## config.mk

```make
export PLATFORM = sky130hd
export DESIGN_NAME = solar_charger_surplus_controller_core
export DESIGN_NICKNAME = d
export VERILOG_FILES = /design/src/sv/scsc_pkg.sv /design/src/sv/scsc_cfg.sv /design/src/sv/scsc_front.sv /design/src/sv/scsc_back.sv /design/src/sv/scsc_out_q.sv /design/src/sv/solar_charger_surplus_controller_core.sv
export SDC_FILE = /design/constraint.sdc
export NUM_CORES = 2
export LEC_CHECK = 0
export BUFFER_PORTS_ARGS = -buffer_cell sky130_fd_sc_hd__buf_2
export CAP_MARGIN = 20
export CORE_MARGIN = 10
export CORE_UTILIZATION = 57
export CTS_CLUSTER_DIAMETER = 50
export CTS_CLUSTER_SIZE = 16
export DETAILED_ROUTE_END_ITERATION = 16
export GPL_ROUTABILITY_DRIVEN = 0
export PLACE_DENSITY = 0.78
export SLEW_MARGIN = 10
export SYNTH_ARGS = -nofsm -noshare
export SYNTH_HDL_FRONTEND = slang
export SYNTH_SLANG_ARGS = --single-unit
```

## constraint.sdc

```tcl
create_clock -name clk -period 19.6 [get_ports clk]
set_input_delay 1.96 -clock clk [delete_from_list [all_inputs] [get_ports clk]]
set_output_delay 1.96 -clock clk [all_outputs]
set_load 0.1 [all_outputs]
```

## src/sv/scsc_pkg.sv

```systemverilog
// Package for the solar charger surplus controller: types, codes and constants.
// Used by every module of the block; no dependencies.
package scsc_pkg;

  localparam int TIME_BITS = 32;

  typedef logic [TIME_BITS-1:0] time_t;

  typedef enum logic {
    OP_SAMPLE = 1'b0,
    OP_MANUAL = 1'b1
  } op_t;

  localparam logic [2:0] REG_REST1     = 3'd0;
  localparam logic [2:0] REG_REST2     = 3'd1;
  localparam logic [2:0] REG_CHECK     = 3'd2;
  localparam logic [2:0] REG_CAR       = 3'd3;
  localparam logic [2:0] REG_START_W   = 3'd4;
  localparam logic [2:0] REG_STOP_W    = 3'd5;
  localparam logic [2:0] REG_OFF_LIMIT = 3'd6;
  localparam logic [2:0] REG_MODE      = 3'd7;

  localparam int DUTY_STEPS = 11;
  localparam logic [9:0] DUTY_MAX = 10'd1023;
  localparam logic [9:0] DUTY_LV [DUTY_STEPS] = '{
    10'd0, 10'd100, 10'd200, 10'd300, 10'd400, 10'd500,
    10'd600, 10'd700, 10'd800, 10'd900, 10'd950
  };

  localparam logic signed [16:0] CH1_ON_W   = 17'sd600;
  localparam logic signed [16:0] CH1_OFF_W  = -17'sd300;
  localparam logic signed [16:0] CH2_ON_W   = 17'sd30;
  localparam logic signed [16:0] CH2_OFF_W  = -17'sd400;
  localparam logic [14:0]        BATT_MIN_W = 15'd100;
  localparam logic [3:0]         CAR_COUNT  = 4'd10;
  localparam logic [3:0]         CNT_MAX    = 4'd15;

  typedef struct packed {
    op_t                op;
    logic [31:0]        time_ms;
    logic signed [15:0] net_power_w;
    logic [14:0]        delivered_power_w;
    logic               battery_running;
    logic               charger_index;
    logic               switch_on;
    logic               manual_override;
  } item_t;

  typedef struct packed {
    logic       power_relay_closed;
    logic       remote1_relay_closed;
    logic       charger2_relay_closed;
    logic       led_one;
    logic       led_two;
    logic [9:0] pwm_duty;
    logic       car_start_cmd;
    logic       car_stop_cmd;
    logic       grid_priority_req;
    logic       check_skipped;
  } result_t;

  typedef struct packed {
    logic [31:0]        rest1;
    logic [31:0]        rest2;
    logic [31:0]        check;
    logic [31:0]        car;
    logic signed [15:0] start_w;
    logic signed [15:0] stop_w;
    logic [7:0]         off_limit;
    logic [1:0]         mode;
  } cfg_t;

  // Zero-extend or truncate a 32-bit value to the time width.
  function automatic time_t to_time(logic [31:0] v);
    logic [TIME_BITS+31:0] w;
    w = {{TIME_BITS{1'b0}}, v};
    return w[TIME_BITS-1:0];
  endfunction

endpackage

```

## src/sv/scsc_cfg.sv

```systemverilog
// Configuration register file with APB-style access.
// Depends on scsc_pkg.
module scsc_cfg (
  input  logic                clk,
  input  logic                rst_n,
  input  logic                psel,
  input  logic                penable,
  input  logic                pwrite,
  input  logic [4:0]          paddr,
  input  logic [31:0]         pwdata,
  output logic [31:0]         prdata,
  output logic                pready,
  output scsc_pkg::cfg_t      cfg
);
  import scsc_pkg::*;

  cfg_t cfg_r, cfg_nxt;
  logic wr;
  logic [2:0] idx;

  assign pready = 1'b1;
  assign wr = psel && penable && pwrite;
  assign idx = paddr[4:2];
  assign cfg = cfg_r;

  always_comb begin
    cfg_nxt = cfg_r;
    if (wr) begin
      case (idx)
        REG_REST1:     cfg_nxt.rest1 = pwdata;
        REG_REST2:     cfg_nxt.rest2 = pwdata;
        REG_CHECK:     cfg_nxt.check = pwdata;
        REG_CAR:       cfg_nxt.car = pwdata;
        REG_START_W:   cfg_nxt.start_w = pwdata[15:0];
        REG_STOP_W:    cfg_nxt.stop_w = pwdata[15:0];
        REG_OFF_LIMIT: cfg_nxt.off_limit = pwdata[7:0];
        REG_MODE:      cfg_nxt.mode = pwdata[1:0];
        default:       cfg_nxt = cfg_r;
      endcase
    end
  end

  always_comb begin
    case (idx)
      REG_REST1:     prdata = cfg_r.rest1;
      REG_REST2:     prdata = cfg_r.rest2;
      REG_CHECK:     prdata = cfg_r.check;
      REG_CAR:       prdata = cfg_r.car;
      REG_START_W:   prdata = {{16{cfg_r.start_w[15]}}, cfg_r.start_w};
      REG_STOP_W:    prdata = {{16{cfg_r.stop_w[15]}}, cfg_r.stop_w};
      REG_OFF_LIMIT: prdata = {24'd0, cfg_r.off_limit};
      REG_MODE:      prdata = {30'd0, cfg_r.mode};
      default:       prdata = 32'd0;
    endcase
  end

  always_ff @(posedge clk) begin
    if (!rst_n) begin
      cfg_r.rest1     <= 32'd30000;
      cfg_r.rest2     <= 32'd30000;
      cfg_r.check     <= 32'd10000;
      cfg_r.car       <= 32'd60000;
      cfg_r.start_w   <= 16'sd500;
      cfg_r.stop_w    <= -16'sd1000;
      cfg_r.off_limit <= 8'd3;
      cfg_r.mode      <= 2'd1;
    end else begin
      cfg_r <= cfg_nxt;
    end
  end

endmodule

```

## src/sv/scsc_front.sv

```systemverilog
// Front end: accepts items, classifies the operation, queues them for the back end.
// Depends on scsc_pkg.
module scsc_front (
  input  logic                clk,
  input  logic                rst_n,
  input  logic                push,
  output logic                full,
  input  logic                op_bit,
  input  logic [31:0]         time_ms,
  input  logic signed [15:0]  net_power_w,
  input  logic [14:0]         delivered_power_w,
  input  logic                battery_running,
  input  logic                charger_index,
  input  logic                switch_on,
  input  logic                manual_override,
  output logic                valid,
  output scsc_pkg::item_t     item,
  input  logic                take
);
  import scsc_pkg::*;

  item_t slot_r [2];
  logic  wp_r, rp_r;
  logic [1:0] cnt_r, cnt_nxt;
  logic  wr, rd;
  item_t cls;

  always_comb begin
    cls.op                = op_bit ? OP_MANUAL : OP_SAMPLE;
    cls.time_ms           = time_ms;
    cls.net_power_w       = net_power_w;
    cls.delivered_power_w = delivered_power_w;
    cls.battery_running   = battery_running;
    cls.charger_index     = charger_index;
    cls.switch_on         = switch_on;
    cls.manual_override   = manual_override;
  end

  assign full  = cnt_r[1];
  assign valid = cnt_r != 2'd0;
  assign item  = slot_r[rp_r];
  assign wr    = push && !full;
  assign rd    = take && valid;
  assign cnt_nxt = cnt_r + {1'b0, wr} - {1'b0, rd};

  always_ff @(posedge clk) begin
    if (!rst_n) begin
      wp_r  <= 1'b0;
      rp_r  <= 1'b0;
      cnt_r <= 2'd0;
    end else begin
      if (wr) wp_r <= !wp_r;
      if (rd) rp_r <= !rp_r;
      cnt_r <= cnt_nxt;
    end
  end

  always_ff @(posedge clk) begin
    if (wr) slot_r[wp_r] <= cls;
  end

  a_cnt_bound: assert property (@(posedge clk) disable iff (!rst_n)
    cnt_r != 2'd3) else $error("input queue count out of range");
  a_full_stall: assert property (@(posedge clk) disable iff (!rst_n)
    (full && !rd) |=> full) else $error("input queue lost an entry");
  a_drain: assert property (@(posedge clk) disable iff (!rst_n)
    (cnt_r == 2'd1 && rd && !wr) |=> !valid) else $error("input queue count slip");

endmodule

```

## src/sv/scsc_back.sv

```systemverilog
// Back end: controller state and per-item evaluation, one item a cycle while the result queue has room.
// Depends on scsc_pkg.
module scsc_back (
  input  logic                clk,
  input  logic                rst_n,
  input  scsc_pkg::cfg_t      cfg,
  input  logic                valid,
  input  scsc_pkg::item_t     item,
  output logic                take,
  input  logic                res_full,
  output logic                res_push,
  output scsc_pkg::result_t   res
);
  import scsc_pkg::*;

  typedef struct packed {
    logic [2:0] relay;   // bit0 power, bit1 remote1, bit2 charger two
    logic [1:0] ovl;
    time_t      st0;
    time_t      st1;
    logic [1:0] ns;
  } sw_t;

  sw_t  sw_r, sw_nxt;
  logic signed [8:0] oc0_r, oc0_nxt, oc1_r, oc1_nxt;
  logic [9:0] duty_r, duty_nxt;
  time_t lct_r, lct_nxt, lcar_r, lcar_nxt;
  logic [3:0] hc_r, hc_nxt, lc_r, lc_nxt;
  logic car_r, car_nxt;
  logic fire;

  function automatic logic ch_on(logic [2:0] r, logic n);
    return n ? r[2] : (r[0] && r[1]);
  endfunction

  function automatic sw_t toggle(sw_t s, logic n, logic on, logic ovr, time_t t);
    sw_t o;
    logic is_on;
    o = s;
    is_on = ch_on(s.relay, n);
    if (is_on != on) begin
      if (is_on) begin
        if (ovr) o.ovl[n] = 1'b0;
        if (ovr || !o.ovl[n]) begin
          if (n) o.relay[2] = 1'b0;
          else   o.relay[1] = 1'b0;
        end
      end else begin
        if (ovr) o.ovl[n] = 1'b1;
        if (n) o.relay[2] = 1'b1;
        else   o.relay[1:0] = 2'b11;
      end
      if (n) o.st1 = t;
      else   o.st0 = t;
      o.ns[n] = 1'b0;
    end
    return o;
  endfunction

  function automatic logic [9:0] duty_from(logic signed [16:0] net, logic [9:0] duty);
    logic signed [18:0] d;
    logic [9:0] lv;
    d = 19'(2 * net) + $signed({9'd0, duty});
    lv = DUTY_MAX;
    for (int i = DUTY_STEPS - 1; i >= 0; i--) begin
      if (d < 19'(100 * (i + 1))) lv = DUTY_LV[i];
    end
    return lv;
  endfunction

  assign take = valid && !res_full;
  assign fire = take;
  assign res_push = fire;

  always_comb begin
    time_t t, now, rest0, rest1, cchk, ccar;
    logic s1, s2, ok0, ok1, skip_rest;
    logic signed [16:0] net;
    sw_nxt = sw_r; oc0_nxt = oc0_r; oc1_nxt = oc1_r; duty_nxt = duty_r;
    lct_nxt = lct_r; lcar_nxt = lcar_r; hc_nxt = hc_r; lc_nxt = lc_r; car_nxt = car_r;
    res = '0;
    t = to_time(item.time_ms);
    rest0 = to_time(cfg.rest1);
    rest1 = to_time(cfg.rest2);
    cchk = to_time(cfg.check);
    ccar = to_time(cfg.car);
    net = 17'(item.net_power_w);
    s1 = ch_on(sw_r.relay, 1'b0);
    s2 = ch_on(sw_r.relay, 1'b1);
    skip_rest = 1'b0;
    ok0 = 1'b0;
    ok1 = 1'b0;
    now = '0;
    if (item.op == OP_MANUAL) begin
      sw_nxt = toggle(sw_r, item.charger_index, item.switch_on, item.manual_override, t);
    end else begin
      // car charge start/stop hysteresis
      now = t + ccar;
      if ((now - lcar_r) > ccar) begin
        if (s1 && s2 && duty_r == DUTY_MAX && net > 17'(cfg.start_w) && !car_r) begin
          if (hc_r >= CAR_COUNT && cfg.mode[1]) begin
            res.car_start_cmd = 1'b1;
            lcar_nxt = now;
            car_nxt = 1'b1;
            hc_nxt = 4'd0;
          end else if (hc_r < CNT_MAX) begin
            hc_nxt = hc_r + 4'd1;
          end
        end else if (net < 17'(cfg.stop_w) && car_r && cfg.mode[1]) begin
          if (lc_r >= CAR_COUNT) begin
            res.car_stop_cmd = 1'b1;
            lcar_nxt = now;
            car_nxt = 1'b0;
            lc_nxt = 4'd0;
          end else begin
            lc_nxt = lc_r + 4'd1;
          end
        end
      end
      // evaluated income check
      now = t + cchk;
      if ((now - lct_r) > cchk) begin
        lct_nxt = now;
        ok0 = sw_r.ns[0] || ((now - sw_r.st0) > rest0);
        ok1 = sw_r.ns[1] || ((now - sw_r.st1) > rest1);
        if (ok0) begin
          if (!s1) begin
            if (net > CH1_ON_W) begin
              net = net - CH1_ON_W;
              sw_nxt = toggle(sw_nxt, 1'b0, 1'b1, 1'b0, t);
              oc0_nxt = -9'sd1;
            end
          end else if (net < CH1_OFF_W && !sw_nxt.ovl[0]) begin
            if (cfg.mode[0] && oc0_r < $signed({1'b0, cfg.off_limit})) begin
              oc0_nxt = oc0_r + 9'sd1;
            end else begin
              net = net + CH1_ON_W;
              sw_nxt = toggle(sw_nxt, 1'b0, 1'b0, 1'b0, t);
            end
          end
        end
        if (ok1) begin
          if (!s2) begin
            if (net > CH2_ON_W) begin
              if (item.battery_running && item.delivered_power_w > BATT_MIN_W) begin
                res.grid_priority_req = 1'b1;
                skip_rest = 1'b1;
              end else begin
                sw_nxt = toggle(sw_nxt, 1'b1, 1'b1, 1'b0, t);
                oc1_nxt = -9'sd1;
              end
            end
          end else if (net < CH2_OFF_W && !sw_nxt.ovl[1]) begin
            if (cfg.mode[0] && oc1_r < $signed({1'b0, cfg.off_limit})) begin
              oc1_nxt = oc1_r + 9'sd1;
            end else begin
              sw_nxt = toggle(sw_nxt, 1'b1, 1'b0, 1'b0, t);
            end
          end
        end
        if (s2 && !skip_rest) duty_nxt = duty_from(net, duty_r);
      end else begin
        res.check_skipped = 1'b1;
      end
    end
    res.power_relay_closed    = sw_nxt.relay[0];
    res.remote1_relay_closed  = sw_nxt.relay[1];
    res.charger2_relay_closed = sw_nxt.relay[2];
    res.led_one               = ch_on(sw_nxt.relay, 1'b0);
    res.led_two               = ch_on(sw_nxt.relay, 1'b1);
    res.pwm_duty              = duty_nxt;
  end

  always_ff @(posedge clk) begin
    if (!rst_n) begin
      sw_r.relay <= 3'b000;
      sw_r.ovl   <= 2'b00;
      sw_r.st0   <= '0;
      sw_r.st1   <= '0;
      sw_r.ns    <= 2'b11;
      oc0_r      <= -9'sd1;
      oc1_r      <= -9'sd1;
      duty_r     <= 10'd0;
      lct_r      <= '0;
      lcar_r     <= '0;
      hc_r       <= 4'd0;
      lc_r       <= 4'd0;
      car_r      <= 1'b0;
    end else if (fire) begin
      sw_r   <= sw_nxt;
      oc0_r  <= oc0_nxt;
      oc1_r  <= oc1_nxt;
      duty_r <= duty_nxt;
      lct_r  <= lct_nxt;
      lcar_r <= lcar_nxt;
      hc_r   <= hc_nxt;
      lc_r   <= lc_nxt;
      car_r  <= car_nxt;
    end
  end

  a_start_sets: assert property (@(posedge clk) disable iff (!rst_n)
    (fire && res.car_start_cmd) |=> car_r) else $error("car start without charging flag");
  a_stop_clears: assert property (@(posedge clk) disable iff (!rst_n)
    (fire && res.car_stop_cmd) |=> !car_r) else $error("car stop left charging flag");
  a_manual_quiet: assert property (@(posedge clk) disable iff (!rst_n)
    (fire && item.op == OP_MANUAL) |-> !(res.car_start_cmd || res.car_stop_cmd
      || res.grid_priority_req || res.check_skipped)) else $error("pulse on manual command");
  a_duty_hold: assert property (@(posedge clk) disable iff (!rst_n)
    (fire && res.check_skipped) |=> $stable(duty_r)) else $error("duty moved on skipped check");

endmodule

```

## src/sv/scsc_out_q.sv

```systemverilog
// Result queue: two entries between the back end and the result ports.
// Depends on scsc_pkg.
module scsc_out_q (
  input  logic                clk,
  input  logic                rst_n,
  input  logic                push,
  input  scsc_pkg::result_t   din,
  output logic                full,
  output logic                empty,
  output scsc_pkg::result_t   dout,
  input  logic                pop
);
  import scsc_pkg::*;

  result_t slot_r [2];
  logic wp_r, rp_r;
  logic [1:0] cnt_r;
  logic wr, rd;

  assign full  = cnt_r[1];
  assign empty = cnt_r == 2'd0;
  assign dout  = slot_r[rp_r];
  assign wr    = push && !full;
  assign rd    = pop && !empty;

  always_ff @(posedge clk) begin
    if (!rst_n) begin
      wp_r  <= 1'b0;
      rp_r  <= 1'b0;
      cnt_r <= 2'd0;
    end else begin
      if (wr) wp_r <= !wp_r;
      if (rd) rp_r <= !rp_r;
      cnt_r <= cnt_r + {1'b0, wr} - {1'b0, rd};
    end
  end

  always_ff @(posedge clk) begin
    if (wr) slot_r[wp_r] <= din;
  end

  a_no_overflow: assert property (@(posedge clk) disable iff (!rst_n)
    !(push && full)) else $error("result pushed into full queue");
  a_cnt_bound: assert property (@(posedge clk) disable iff (!rst_n)
    cnt_r != 2'd3) else $error("result queue count out of range");
  a_keep: assert property (@(posedge clk) disable iff (!rst_n)
    (!empty && !rd) |=> !empty) else $error("result queue dropped an entry");

endmodule

```

## src/sv/solar_charger_surplus_controller_core.sv

```systemverilog
// Top level of the solar charger surplus controller.
// Depends on scsc_pkg, scsc_cfg, scsc_front, scsc_back, scsc_out_q.

// Every transaction on the input queue (an income sample or a manual switch
// command) yields exactly one result transaction, in order. Items are taken
// one per clock while the input queue is not full: the front end queues and
// classifies up to two items, the back end evaluates one item per cycle (the
// sustained rate) against the controller state while the result queue has
// room, and a two-entry result queue holds finished results, so a new item is
// accepted while an earlier result waits to be popped. An item is registered
// in the input queue, evaluated combinationally and registered in the result
// queue. The user must write configuration over the APB-style port only while
// the block is idle; the block itself does not enforce this. Registers sit at
// byte address 4*index and read back their value.
module solar_charger_surplus_controller_core (
  input  logic               clk,
  input  logic               rst_n,
  // input queue
  input  logic               in_push,
  output logic               in_full,
  input  logic               in_operation,
  input  logic [31:0]        in_time_ms,
  input  logic signed [15:0] in_net_power_w,
  input  logic [14:0]        in_delivered_power_w,
  input  logic               in_battery_running,
  input  logic               in_charger_index,
  input  logic               in_switch_on,
  input  logic               in_manual_override,
  // result queue
  output logic               out_empty,
  input  logic               out_pop,
  output logic               out_power_relay_closed,
  output logic               out_remote1_relay_closed,
  output logic               out_charger2_relay_closed,
  output logic               out_led_one,
  output logic               out_led_two,
  output logic [9:0]         out_pwm_duty,
  output logic               out_car_start_cmd,
  output logic               out_car_stop_cmd,
  output logic               out_grid_priority_req,
  output logic               out_check_skipped,
  // configuration
  input  logic               psel,
  input  logic               penable,
  input  logic               pwrite,
  input  logic [4:0]         paddr,
  input  logic [31:0]        pwdata,
  output logic [31:0]        prdata,
  output logic               pready
);
  import scsc_pkg::*;

  cfg_t    cfg;
  item_t   item;
  result_t res, res_q;
  logic    item_valid, item_take, res_push, res_full;

  scsc_cfg u_cfg (
    .clk, .rst_n, .psel, .penable, .pwrite, .paddr, .pwdata, .prdata, .pready, .cfg
  );

  // front end: queue and classify incoming transactions
  scsc_front u_front (
    .clk, .rst_n,
    .push              (in_push),
    .full              (in_full),
    .op_bit            (in_operation),
    .time_ms           (in_time_ms),
    .net_power_w       (in_net_power_w),
    .delivered_power_w (in_delivered_power_w),
    .battery_running   (in_battery_running),
    .charger_index     (in_charger_index),
    .switch_on         (in_switch_on),
    .manual_override   (in_manual_override),
    .valid             (item_valid),
    .item              (item),
    .take              (item_take)
  );

  // back end: evaluates one item per cycle when the result queue has room
  scsc_back u_back (
    .clk, .rst_n, .cfg,
    .valid    (item_valid),
    .item     (item),
    .take     (item_take),
    .res_full (res_full),
    .res_push (res_push),
    .res      (res)
  );

  scsc_out_q u_out_q (
    .clk, .rst_n,
    .push  (res_push),
    .din   (res),
    .full  (res_full),
    .empty (out_empty),
    .dout  (res_q),
    .pop   (out_pop)
  );

  assign out_power_relay_closed    = res_q.power_relay_closed;
  assign out_remote1_relay_closed  = res_q.remote1_relay_closed;
  assign out_charger2_relay_closed = res_q.charger2_relay_closed;
  assign out_led_one               = res_q.led_one;
  assign out_led_two               = res_q.led_two;
  assign out_pwm_duty              = res_q.pwm_duty;
  assign out_car_start_cmd         = res_q.car_start_cmd;
  assign out_car_stop_cmd          = res_q.car_stop_cmd;
  assign out_grid_priority_req     = res_q.grid_priority_req;
  assign out_check_skipped         = res_q.check_skipped;

endmodule

```

==> run_results.csv <==
group,metric,value,unit
routing,drtIter0Drc,3298,
sta,fin_setup_tns,0,ns
synth,syn_inst,4245,
setup_path,cp.arrival,12.87,ns
global_routing,first_global_vias,29700,
floorplan,die_x,273,um
synth,synth_area_leaders,"dfxtp_1, edfxtp_1, ha_1",
power,swShare,46.9,%
floorplan,die_area,74300,um^2
setup_path,crit_fanout,29,
setup_path,r2r_slack,7.13,ns
power,internal-power,3.39,mW
sta,maxSlewViolCount,0,
clocking,cts_inserted_buffers,60,
setup_path,critPathKind,"register to register",
synth,synth.top_cell.area_share,19.4,%
setup_path,cp-start-kind,"register",
power,comb_power_share,60.5,%
setup_path,endpoint,"u_out_q.slot_r[1][7]",
global_routing,top_usage_layer,"met2",
min_path,min_path_type,"register to register",
synth,synth_ff_type,"dfxtp_1",
sta,worst_slew_pin_slew,1.14,ns
floorplan,start_util,57.6,%
power,fin_total_pwr,6.38,mW
power,clockPowerShare,18.0,%
synth,syn-cell-area,36400,um^2
finish,area_growth,9.75,%
power,pwr-share-seq,21.5,%
clocking,cts.clk_slew.worst_paths,0.07,ns
routing,vias_per_cell,6.01,
clocking,cts_resized,0,
sta,hold_violations,0,
setup_path,cpMaxStageDelayCell,"dfxtp_4",
job,cap_violations,0,
clocking,h-tree-depth,2,
clocking,cts_setup_buffers,0,
setup_path,crit_path_frequent_cell,"a21o_1",
global_routing,grt_usage,27.4,%
status,outcome,"completed",
routing,vias,31500,
synth,synth.distinct_cells,98,
global_routing,grt_use_met3,4.62,%
synth,synth_edf_count,172,
sta,final-setup-viol-count,0,
routing,drt-total-wl,105,mm
power,p_leak,15.6,nW
routing,first_pass_iters,6,
floorplan,core,63200,um^2
clocking,ctsHoldBuffers,0,
clocking,tritoncts,"yes",
power,vdd_ir_drop_max,0.0906,mV
global_routing,use_met2,43.2,%
clocking,cts_sinks,524,
sta,rsz0062_at_grt,"no",
setup_path,critPathRequiredTime,20.00,ns
global_routing,grt_max_degree,203,
routing,ant_nets,0,
sta,fin_crit,12.47,ns
global_routing,met1_usage,36.3,%
global_routing,antenna_found_initial,4,
synth,synthArstFlopShare,0,%
finish,n_fill_cell,5337,
finish,drive_gt1_share,9.66,%
floorplan,io_pins,166,
synth,synth_area_leader_cell,"dfxtp_1",
finish,nets,4837,
setup_path,critPathMaxStageDelay,0.69,ns
power,p_switching,2.99,mW
synth,syn-num-nets,4744,
routing,wire_per_inst,20.1,um
synth,ys_seq_area_share,33.6,%
synth,synth.avg_cell_area,8.57,um^2
setup_path,rr_endpoint,"u_out_q.slot_r[1][7]",
synth,yosys_warnings,0,
sta,post-route-period-util,63.6,%
sta,fmax,0.0802,GHz
setup_path,rr_worst_depth,44,
clocking,worstSkewPairLatency,0.67,ns
global_routing,grt_pass1_wl,163,mm
routing,drc,0,
clocking,clockRootBuffer,"clkbuf_16",
synth,ys_ff_latch,524,
sta,fin_worst_skew,0.0334,ns
global_routing,overflow,0,
clocking,cts_max_path_buffers,3,
sta,relSlewSlack,23.6,%
floorplan,chipHeight,273,um
placed_design,port_buffers,162,
placed_design,hpwlAfterDp,78.2,mm
power,power.density,160,nW/um^2
floorplan,rows,92,
setup_path,crit_path_end_kind,"register",
area by class of cell:
cell class	instances	area, um^2	share of cell area, %
multi-input combinational	3202	22200	55.7
timing repair buffer	188	1030	2.58
antenna	1	2.50	0.00627
sequential	524	12200	30.6
clock inverter	47	489	1.22
inverter	362	1360	3.40
clock buffer	67	1560	3.90
tap	846	1060	2.65
critical path, delay by kind of cell (launching register included):
kind,cells,cell delay (ns)
muxes,1,0.46
and+or+nand+nor,9,2.05
buffers and inverters,2,0.29
DFF,1,0.69
xor gates and xnor gates,3,1.01
adders and majority gates,5,1.65
AOI/OAI and AO/OA,24,6.08
routing by layer:
metal / wire [um] / share of wire (%) / vias to the layer above
met2: 46800 / 44 / 1346
met1: 44200 / 42 / 14700
met3: 9190 / 8.7 / 250
met4: 4950 / 4.7 / 2
met5: 11 / 0.010 / -
li1: - / - / 15200
layout by cell type, fill, tap and decap left out, drive strengths merged, types with 61 or more instances in the layout:
master / netlist / routed
clkbuf: 114 / 67
mux2i: 89 / 89
buf: 43 / 188
o211ai: 61 / 61
dfxtp: 352 / 352
ha: 380 / 380
nor2: 247 / 247
edfxtp: 172 / 172
a21oi: 260 / 260
xnor2: 162 / 162
nor3: 71 / 71
o21ai: 167 / 167
nor2b: 110 / 110
inv: 360 / 380
nand3: 103 / 103
a21boi: 169 / 169
nand2: 557 / 557
a21o: 110 / 110
worst min-delay path by stage:
stage,cells after the start,end,slack (ns),startpoint
2_1_floorplan,2,u_back.sw_r[10],0.43,u_back.sw_r[10]
3_5_place_dp,2,u_back.sw_r[19],0.44,u_back.sw_r[19]
6_report,2,u_back.sw_r[22],0.45,u_back.sw_r[22]
5_1_grt,2,u_back.sw_r[26],0.46,u_back.sw_r[26]
3_3_place_gp,2,u_back.sw_r[8],0.44,u_back.sw_r[8]
4_1_cts,2,u_back.sw_r[19],0.45,u_back.sw_r[19]
per-stage QoR:
step	cells	hold WS (ns)	utilization, %	worst slack [ns]	cell area [um^2]
floorplan	4245	0.428	-	8.25	36400
global placement	5122	0.437	60.0	7.51	37900
detailed placement	5122	0.441	60.0	7.38	37900
CTS	5236	0.450	63.2	7.34	39900
global route	5236	0.464	63.2	6.34	39900
finish	5237	0.451	63.2	7.13	39900
cell usage after synthesis, types with 46 or more instances:
| cell | number |
|---|---|
| a21boi_0 | 168 |
| a21o_1 | 110 |
| a21oi_1 | 259 |
| clkbuf_1 | 112 |
| dfxtp_1 | 352 |
| edfxtp_1 | 172 |
| ha_1 | 380 |
| inv_1 | 358 |
| mux2_2 | 57 |
| mux2i_1 | 89 |
| nand2_1 | 556 |
| nand2b_1 | 46 |
| nand3_1 | 103 |
| nand4_1 | 51 |
| nor2_1 | 247 |
| nor2b_1 | 110 |
| nor3_1 | 71 |
| o211ai_1 | 61 |
| o21a_1 | 55 |
| o21ai_0 | 132 |
| xnor2_1 | 162 |
flip-flops by register name, indices dropped and copies added (netlist names), 2 cells and up, named ones only:
name	count
u_back.duty_r	10
u_back.hc_r	4
u_back.lc_r	4
u_back.lcar_r	32
u_back.lct_r	32
u_back.oc0_r	9
u_back.oc1_r	9
u_back.sw_r	71
u_cfg.cfg	170
u_front.cnt_r	2
u_front.slot_r	136
u_out_q.cnt_r	2
u_out_q.slot_r	36
cell families (layout without fill, tap and decap cells):
logic type,Yosys count,count (layout),synth area share (%)
fa+ha+maj,387,387,13.5
other cells,1,2,0.0103
simple gates,1387,1387,18.1
compound gates,1072,1072,19.9
flops,524,524,33.6
xor+xnor,207,207,5.06
buf+inv,519,664,5.63
mux,148,148,4.34
power by group through the flow:
stage | logic (mW) | clock network [mW] | registers, mW
final | 3.86 | 1.15 | 1.37
after global routing | 4.24 | 1.21 | 1.39
after CTS | 3.78 | 1.16 | 1.37
after detailed placement | 3.75 | 0 | 1.39
after global placement | 3.66 | 0 | 1.39
after floorplan | 2.91 | 0 | 1.36
(Power assumes the default switching activity.)
